==> src/design/supt_pkg.sv <==
`timescale 1ns / 1ps
// ----------------------------------------------------------------------------
// supt_pkg: shared types and constants of the sorted pair table
// Beat layouts of both channels, the cell control group, status and mode
// codes, and the reset values of the minimum registers.
// ----------------------------------------------------------------------------
package supt_pkg;

    // Input beat: one insert or one read request.
    typedef struct packed {
        logic        mode;
        logic [15:0] width;
        logic [15:0] height;
        logic [5:0]  read_index;
    } t_in_beat;

    // Output beat: one result for every accepted input beat.
    typedef struct packed {
        logic [2:0]  status;
        logic [15:0] entry_width;
        logic [15:0] entry_height;
        logic [6:0]  entry_count;
    } t_out_beat;

    // Sort key: width in the upper half, height in the lower half.
    typedef logic [31:0] t_key;

    // Control group broadcast from the sequencer to every cell.
    typedef struct packed {
        logic       cmp_en;
        logic       upd_en;
        t_key       key;
        logic [5:0] rd_idx;
    } t_cell_ctl;

    // Per-cell compare results handed back to the sequencer.
    typedef struct packed {
        logic lt;
        logic eq;
        t_key rd_key;
    } t_cell_res;

    // Mode codes.
    localparam logic MODE_INSERT = 1'b0;
    localparam logic MODE_READ   = 1'b1;

    // Status codes.
    localparam logic [2:0] ST_INSERTED = 3'd0;
    localparam logic [2:0] ST_BELOW    = 3'd1;
    localparam logic [2:0] ST_DUP      = 3'd2;
    localparam logic [2:0] ST_FULL     = 3'd3;
    localparam logic [2:0] ST_READ_OK  = 3'd4;
    localparam logic [2:0] ST_RANGE    = 3'd5;

    // Configuration register indexes.
    localparam logic CFG_MIN_WIDTH  = 1'b0;
    localparam logic CFG_MIN_HEIGHT = 1'b1;

    // Reset values of the minimum registers.
    localparam logic [15:0] MIN_WIDTH_RST  = 16'd640;
    localparam logic [15:0] MIN_HEIGHT_RST = 16'd480;

endpackage

==> src/design/supt_cell.sv <==
`timescale 1ns / 1ps
// ----------------------------------------------------------------------------
// supt_cell: one slot of the sorted pair table
// Holds one key, compares it against the broadcast key, and on an insert
// keeps its key, takes the new key, or takes its left neighbor's key.
// ----------------------------------------------------------------------------
module supt_cell #(
    parameter int IDX = 0,
    parameter int CW  = 7
) (
    input  logic                i_clk,
    input  logic                i_rst_n,
    input  supt_pkg::t_cell_ctl i_ctl,
    input  logic [CW-1:0]       i_count,
    input  supt_pkg::t_key      i_left_key,
    input  logic                i_left_lt,
    output supt_pkg::t_key      o_key,
    output supt_pkg::t_cell_res o_res
);
    import supt_pkg::*;

    t_key r_key;
    logic r_lt;
    logic r_eq;
    t_key r_rd_key;
    logic w_valid;
    logic w_sel;

    // The slot holds a live entry when its position is below the count.
    assign w_valid = (IDX < int'(i_count));
    assign w_sel   = (int'(i_ctl.rd_idx) == IDX);

    // Compare step: flags and read data are registered for the next cycle.
    always_ff @(posedge i_clk) begin
        if (!i_rst_n) begin
            r_lt <= 1'b0;
            r_eq <= 1'b0;
        end else if (i_ctl.cmp_en) begin
            r_lt <= w_valid && (r_key < i_ctl.key);
            r_eq <= w_valid && (r_key == i_ctl.key);
        end
    end

    always_ff @(posedge i_clk) begin
        if (i_ctl.cmp_en) begin
            r_rd_key <= w_sel ? r_key : '0;
        end
    end

    // Insert step: smaller entries stay, the first larger slot takes the new
    // key, and every slot above it takes its left neighbor's key.
    always_ff @(posedge i_clk) begin
        if (i_ctl.upd_en && !r_lt) begin
            r_key <= i_left_lt ? i_ctl.key : i_left_key;
        end
    end

    assign o_key        = r_key;
    assign o_res.lt     = r_lt;
    assign o_res.eq     = r_eq;
    assign o_res.rd_key = r_rd_key;

endmodule

==> config.mk <==
export PLATFORM = sky130hd
export DESIGN_NAME = supt_cell
export DESIGN_NICKNAME = d
export VERILOG_FILES = /design/src/design/supt_pkg.sv /design/src/design/supt_cell.sv
export SDC_FILE = /design/constraint.sdc
export NUM_CORES = 1
export LEC_CHECK = 0
export ABC_CLOCK_PERIOD_IN_PS = 3000
export BUFFER_PORTS_ARGS = -buffer_cell sky130_fd_sc_hd__clkbuf_2
export CORE_AREA = 2 2 89 91
export CTS_CLUSTER_SIZE = 12
export DETAILED_ROUTE_END_ITERATION = 7
export DIE_AREA = 0 0 91 93
export GPL_TIMING_DRIVEN = 0
export PLACE_DENSITY_LB_ADDON = 0.05
export SYNTH_ARGS = -nofsm -noshare
export SYNTH_HDL_FRONTEND = slang
export SYNTH_SLANG_ARGS = --single-unit
export TNS_END_PERCENT = 5
==> constraint.sdc <==
create_clock -name i_clk -period 3 [get_ports i_clk]
set_clock_uncertainty 0.05 [all_clocks]
set_input_delay 0.3 -clock i_clk [delete_from_list [all_inputs] [get_ports i_clk]]
set_output_delay 0.3 -clock i_clk [all_outputs]
set_load 0.1 [all_outputs]
Word-level counts from Yosys, hierarchy flattened
Cells that the tools add are included.

storage, ports and cells
  register bits after elaboration = 66
  input port bits = 82
  output and inout port bits = 66
  word-level logic and storage cells = 13

operators by class
  order comparisons = 2
  equal/unequal tests = 1
  muxes and demuxes = 1
  reductions and logical operators = 5

operator list
  kind                number
  $eq 32x32->1        1
  $lt 32x32->1        1
  $mux 32             1
  $lt 1x7->1 const A  1
  $logic_not 6->1     1
  $logic_and 1x1->1   3
  $logic_not 1->1     1

Logic depth before layout (Yosys ltp)
Gate-level depths: netlist of the first run.

  depth in word-level cells = 2
  mapped depth = 7
  depth with buffers taken out = 7

Worst setup path before layout of the first run
Ideal clock, no wire load.

  kind = flip-flop to flip-flop
  start = register r_key[14], in the netlist o_key[14]
  end = register r_lt
  data arrival time = 2373 ps
  data required time = 2871 ps
  setup slack = 498 ps
  stages on the path, launching flop included = 7
  buffers on the path = 0
  period minus slack after synthesis = 2502 ps
  cell sequence = edfxtp_1 > ha_1 > a21oi_1 > nand2_1 > a221o_1 > o311a_1 > a211oi_2

between the ends
  cells in the longest elaborated chain, start to end = 2

RTL lines
  element                 RTL line         RTL
  start, declared         supt_cell.sv:22  t_key r_key;
  start signal, assigned  supt_cell.sv:54  r_key <= i_left_lt ? i_ctl.key : i_left_key;
  $lt 32x32->1            supt_cell.sv:39  r_lt <= w_valid && (r_key < i_ctl.key);
  $logic_and 1x1->1       supt_cell.sv:39
  end signal, assigned    supt_cell.sv:39
  end, declared           supt_cell.sv:23  logic r_lt;

Every way passes these cells.
A chain may end at the register's enable or synchronous reset.

Worst setup path in the final report of the first run
  start = register r_key[15], in the netlist o_key[15]
  end = register r_lt

The elaborated chain is that of the path after synthesis.

==> flow_metrics.tcl, run 1 <==
set metrics [dict create \
    cts-root-buf "sky130_fd_sc_hd__clkbuf_8" \
    core.rowCount 32 \
    hold_start "i_rst_n" \
    outcome "finished clean" \
    power-per-cell-area_nw_per_um2 547 \
    clock.fmax_mhz 471 \
    antenna-diode-count 0 \
    grt_antenna_before_repair 0 \
    reg2reg_from "o_key[15]" \
    critPathMaxFanout 3 \
    synth-warning-count 0 \
    count_of_tritonroute_iterations_in_the_first_routing_pass 4 \
    fillCellCount 686 \
    vias 2518 \
    cts_buffers 9 \
    worst-r2r-setup-slack_ns 0.87 \
    drv_slew 0 \
    p_leak_nw 2.16 \
    synth.cell_area_um2 3470 \
    place.detailed.hpwl_mm 5.89 \
    clock_latency_ns 0.33 \
    rsz0062_at_grt "false" \
    cts.path.max_buffers 2 \
    detail-route-antenna-nets 0 \
    first_global_vias 2420 \
    synth.ff_latch_count 66 \
    finalSetupTns_ns 0 \
    total_die_area_um2 8460 \
    chipWidth_um 91 \
    ys.flop_type "sky130_fd_sc_hd__edfxtp_1" \
    port_buffers 146 \
    post-synth-top-count-cell "sky130_fd_sc_hd__edfxtp_1" \
    grt_pass1_wl_mm 11.8 \
    startpoint_type "flip-flop" \
    setup_cp_type "reg -> reg" \
    required_ns 3.16 \
    ys_types 32 \
    period_share_pct 70.8 \
    whs_endpoint "r_lt" \
    vdd_ir_drop_max_mv 0.280 \
    setup_viol 0 \
    drv_cap 0 \
    post_cts_hold_buffer_count 0 \
    timing.hold.worst.class "in -> reg" \
    worst_r2r_endpoint "r_lt" \
    wire_per_inst_um 14.4 \
    syn_inst 263 \
    synth_fp_nets 377 \
    worst_r2r_path_depth 6 \
    cts.htree.levels 3 \
    cts.clk_slew.worst_paths_ns 0.07 \
    hold_viol 0 \
    vias_per_cell 4.77 \
    postCtsResizedCells 0 \
    synth_enable_flop_cells 64 \
    starting_density_pct 46.1 \
    floorplan.core_area_um2 7530 \
    ys_top_cells_by_area "sky130_fd_sc_hd__edfxtp_1 (55%), sky130_fd_sc_hd__ha_1 (12%), sky130_fd_sc_hd__mux2_2 (8.4%), sky130_fd_sc_hd__and2_1 (5.6%), sky130_fd_sc_hd__inv_1 (3.6%)" \
    grt_max_degree 36 \
    endpoint_kind "flip-flop" \
    final_layout_size_suffix_gt1_share_pct 46.2 \
    global_route_congestion_overflow_total 0 \
    io_pins 148 \
    hold-path-cell-count 3 \
    period_needed_ns 2.13 \
    arrival_ns 2.29 \
    postSynth.asyncResetShare_pct 0 \
    drt-total-wl_mm 7.61 \
    tritoncts_num_sinks 66 \
    worstMarginPinSlew_ns 0.963 \
    nNetsFinal 535 \
    drc 0 \
    die_height_um 93 \
    relSlewSlack_pct 35.8 \
    most_frequent_cells_after_synthesis "sky130_fd_sc_hd__edfxtp_1 (64), sky130_fd_sc_hd__inv_1 (33), sky130_fd_sc_hd__ha_1 (32), sky130_fd_sc_hd__and2_1 (31), sky130_fd_sc_hd__mux2_2 (26)" \
    seq_area_frac_synth_pct 56.6 \
    first_iter_violations 76 \
    synth_area_leader_cell "sky130_fd_sc_hd__edfxtp_1" \
    synthDominantCellAreaShare_pct 55.4 \
    area.growth.synth_to_final_pct 30.7 \
    total_power_mw 2.48 \
    tritoncts "built" \
    grt_resource_usage_total_pct 18.5 \
    globalplace.congestion 0.736 \
    cts_setup_buffers 0 \
    synth_area_per_cell_um2 13.2 \
]
[worst max-delay path by stage]
stage               from  slack, ns   endpoint  cells after the start
2_1_floorplan  o_key[14]       0.50       r_lt                      6
3_3_place_gp   i_ctl[38]      -0.27  o_key[23]                      2
3_5_place_dp   i_ctl[39]       0.76       r_lt                      5
4_1_cts        o_key[15]       0.86       r_lt                      6
5_1_grt        o_key[14]       0.79       r_lt                      6
6_report       o_key[15]       0.87       r_lt                      6
[metal layers]
layer,global-route usage [%],part of all wire [%]
met5,0,0
met4,7.58,1.3
met3,5.00,7.1
met2,29.3,47
met1,24.3,45
[flip-flops by register name, indices dropped and copies added, names as in the netlist]
name and cells:
r_rd_key 32, r_eq 1, o_key 32, r_lt 1
[metrics by stage]
step | hold slack, ns | utilization, % | worst slack [ns] | cell area [um2] | instances
2_1_floorplan | 0.362 | - | 0.498 | 3470 | 263
3_3_place_gp | 0.491 | 57.5 | -0.275 | 4330 | 511
3_5_place_dp | 0.502 | 57.8 | 0.765 | 4350 | 512
4_1_cts | 0.142 | 60.2 | 0.860 | 4530 | 528
5_1_grt | 0.156 | 60.2 | 0.794 | 4530 | 528
6_report | 0.164 | 60.2 | 0.875 | 4530 | 528
[cell usage in the layout, fill, tap and decap left out, types with 3 or more instances in the layout]
| cell | instances |
|---|---|
| sky130_fd_sc_hd__nand2_1 | 7 |
| sky130_fd_sc_hd__nand4_1 | 7 |
| sky130_fd_sc_hd__buf_1 | 3 |
| sky130_fd_sc_hd__and2_1 | 31 |
| sky130_fd_sc_hd__ha_1 | 32 |
| sky130_fd_sc_hd__inv_1 | 33 |
| sky130_fd_sc_hd__clkbuf_2 | 146 |
| sky130_fd_sc_hd__buf_2 | 3 |
| sky130_fd_sc_hd__nor2_1 | 5 |
| sky130_fd_sc_hd__clkbuf_8 | 9 |
| sky130_fd_sc_hd__mux2_1 | 6 |
| sky130_fd_sc_hd__clkbuf_1 | 5 |
| sky130_fd_sc_hd__mux2_2 | 26 |
| sky130_fd_sc_hd__o21ai_0 | 4 |
| sky130_fd_sc_hd__edfxtp_1 | 64 |
| sky130_fd_sc_hd__a21oi_1 | 13 |
[critical path, stage by stage (launching register included)]
cell                       delay [ns]
sky130_fd_sc_hd__edfxtp_1        0.44
sky130_fd_sc_hd__ha_1            0.34
sky130_fd_sc_hd__nand4_1         0.17
sky130_fd_sc_hd__or4_4           0.59
sky130_fd_sc_hd__a21oi_1         0.19
sky130_fd_sc_hd__o311a_1         0.20
sky130_fd_sc_hd__a211oi_2        0.04
[cells by family (layout without fill, tap and decap cells)]
kind of cell | Yosys count | in the layout | share of synthesized area, %
flip-flops | 66 | 66 | 56.6
AND/OR/NAND/NOR | 64 | 64 | 11.1
buffers and inverters | 42 | 205 | 4.87
adder cells (fa/ha/maj) | 32 | 32 | 11.5
multiplexers | 32 | 32 | 10.4
AO/OA/AOI/OAI | 27 | 27 | 5.52
[power by group]
group,total (mW),internal [mW],switching (mW)
Sequential,1.10,1.07,0.0311
Combinational,0.667,0.157,0.509
Clock,0.708,0.383,0.325
[cell type report]
type                    instances  area, um2  share of cell area (%)
repair buffers                147        751                    16.6
plain buffers                   9       45.0                   0.994
clock buffers                  13        139                    3.06
inverters                      33        124                    2.73
well taps                     102        128                    2.82
flip-flops and latches         66       1960                    43.3
clock inverters                 3       40.0                   0.883
multi-input cells             155       1350                    29.7
Power figures use the tool's default switching activity.
==> run 2, diff against run 1 <==
ABC_AREA = 1   (was not set)
ABC_CLOCK_PERIOD_IN_PS = 1790   (was 3000)
CORE_AREA = 2 2 93 95   (was 2 2 89 91)
DIE_AREA = 0 0 95 97   (was 0 0 91 93)
clock period = 1.79 ns   (was 3 ns; I/O delays follow)
==> flow_metrics.tcl, run 2 <==
set metrics [dict create \
    ys.flop_type "sky130_fd_sc_hd__edfxtp_1" \
    cts_buffers 9 \
    leading_cell_types_in_the_layout_fill_and_taps_excluded "sky130_fd_sc_hd__clkbuf_2 (146), sky130_fd_sc_hd__inv_1 (76), sky130_fd_sc_hd__nor2_1 (65)" \
    worst_path_largest_cell_delay_ns 0.43 \
    arrival_ns 1.78 \
    drv_cap 0 \
    vias_per_cell 4.52 \
    p_leak_nw 2.42 \
    clock_latency_ns 0.33 \
    detailed_place.area_um2 4450 \
    synth.cell_area_um2 3550 \
    synth.ff_latch_count 66 \
    final_layout_size_suffix_gt1_share_pct 35.7 \
    ys_top_cells_by_area "sky130_fd_sc_hd__edfxtp_1 (54%), sky130_fd_sc_hd__ha_1 (11%), sky130_fd_sc_hd__inv_1 (8.0%), sky130_fd_sc_hd__nor2_1 (7.0%), sky130_fd_sc_hd__a21oi_1 (6.1%)" \
    critical_path.cell_chain "ha_1 -> nand4_1 -> nor3_1 -> nand2_1 -> nand2_1 -> nand2_1 -> nand2_1 -> a21oi_2" \
    vias 2863 \
    synth-warning-count 0 \
    timing.hold.worst.class "in -> reg" \
    total_die_area_um2 9220 \
    most_frequent_cells_after_synthesis "sky130_fd_sc_hd__inv_1 (76), sky130_fd_sc_hd__nor2_1 (66), sky130_fd_sc_hd__edfxtp_1 (64), sky130_fd_sc_hd__a21oi_1 (43), sky130_fd_sc_hd__nand2_1 (41)" \
    tritoncts "built" \
    synth_area_per_cell_um2 9.68 \
    cts-root-buf "sky130_fd_sc_hd__clkbuf_8" \
    cts.clk_slew.worst_paths_ns 0.07 \
    count_of_tritonroute_iterations_in_the_first_routing_pass 4 \
    wire_per_inst_um 13.1 \
    required_ns 1.96 \
    seq_area_frac_synth_pct 55.2 \
    slowest_stage "sky130_fd_sc_hd__edfxtp_1" \
    grt_pass1_wl_mm 13.3 \
    setup_cp_type "reg -> reg" \
    starting_density_pct 43.7 \
    power-per-cell-area_nw_per_um2 900 \
    port_buffers 146 \
    final_design_area_no_fill_um2 4630 \
    globalplace.congestion 0.748 \
    floorplan.core_area_um2 8130 \
    worstMarginPinSlew_ns 0.980 \
    grt_max_degree 36 \
    cp_common_cell "sky130_fd_sc_hd__nand2_1" \
    critPathMaxFanout 3 \
    detailedPlace.worstSlack_ns -0.0443 \
    total_power_mw 4.16 \
    startpoint_type "flip-flop" \
    grt_resource_usage_total_pct 19.1 \
    finalNonFillerCells 634 \
    vdd_ir_drop_max_mv 0.387 \
    synth_enable_flop_cells 64 \
    period_needed_ns 1.61 \
    rsz0062_at_grt "false" \
    drt-total-wl_mm 8.31 \
    drv_slew 0 \
    syn_inst 367 \
    cts.path.max_buffers 2 \
    cts_setup_buffers 0 \
    detail-route-antenna-nets 0 \
    postSynth.asyncResetShare_pct 0 \
    place.detailed.hpwl_mm 6.42 \
    hold_viol 0 \
    core.rowCount 33 \
    first_iter_violations 73 \
    cts.htree.levels 3 \
    endpoint_kind "flip-flop" \
    synthDominantCellAreaShare_pct 54.1 \
    ys_types 23 \
    nNetsFinal 639 \
    post_cts_hold_buffer_count 0 \
    final_worst_slack_ns 0.184 \
    io_pins 148 \
    drc 0 \
    finalSetupTns_ns 0 \
    chipWidth_um 95 \
    fillCellCount 783 \
    grt_antenna_before_repair 0 \
    outcome "finished clean" \
    period_share_pct 89.7 \
    synth_fp_nets 481 \
    clock.fmax_mhz 623 \
    tritoncts_num_sinks 66 \
    layout.cells.most_common "sky130_fd_sc_hd__clkbuf_2" \
    setup_viol 0 \
    first_global_vias 2796 \
    global_route_congestion_overflow_total 0 \
    post-place-cells 619 \
    antenna-diode-count 0 \
    relSlewSlack_pct 34.6 \
    synth_area_leader_cell "sky130_fd_sc_hd__edfxtp_1" \
    postCtsResizedCells 0 \
    die_height_um 97 \
    area.growth.synth_to_final_pct 30.2 \
    post-synth-top-count-cell "sky130_fd_sc_hd__inv_1" \
]
run 2: area by class of cell:
cell class              instances  area (um2)  area share, %
plain buffers                  12        81.3           1.76
clock buffers                  11         131           2.84
clock inverters                 4        43.8          0.947
inverters                      76         285           6.17
multi-input cells             213        1230           26.6
flip-flops and latches         66        1960           42.4
well taps                     105         131           2.84
repair buffers                147         758           16.4
run 2: report_power, final:
part	internal [mW]	total, mW	switching, mW
Clock	0.628	1.17	0.543
Sequential	1.80	1.85	0.0553
Combinational	0.252	1.14	0.888
Total	2.68	4.16	1.49
run 2: logic make-up after synthesis:
logic type | count (synthesis) | synth area share, %
AND/OR/NAND/NOR | 130 | 15.4
buffers and inverters | 88 | 10.3
flip-flops | 66 | 55.2
AO/OA/AOI/OAI | 50 | 7.50
adder cells (fa/ha/maj) | 32 | 11.3
multiplexers | 1 | 0.317
run 2: critical path, delay by kind of cell, from the launching register on:
| kind | cells | cell delay (ns) |
|---|---|---|
| adder cells (fa/ha/maj) | 1 | 0.34 |
| flip-flops | 1 | 0.43 |
| AND/OR/NAND/NOR | 6 | 0.63 |
| AO/OA/AOI/OAI | 1 | 0.05 |
run 2: per-stage QoR:
step                      utilization [%]  hold slack, ns
final                                56.9          0.0378
after CTS                            56.9          0.0173
after floorplan                         -           0.241
after detailed placement             54.7           0.373
after global routing                 56.9          0.0392
after global placement               54.3           0.367
run 2: routing by layer:
layer | up-vias | track usage, % | wire length (um)
met4 | 0 | 6.58 | 95
met1 | 1270 | 23.9 | 3540
met2 | 88 | 31.8 | 4180
li1 | 1498 | - | -
met3 | 7 | 4.67 | 487
met5 | - | 0 | 0
run 2: final timing paths:
check,slack (ns),to,cells after the start,from
worst max-delay path,0.18,r_lt,8,o_key[11]
worst min-delay path,0.04,r_lt,3,i_rst_n
worst max register to register,0.18,r_lt,8,o_key[11]
worst min register to register,0.42,r_eq,2,r_eq
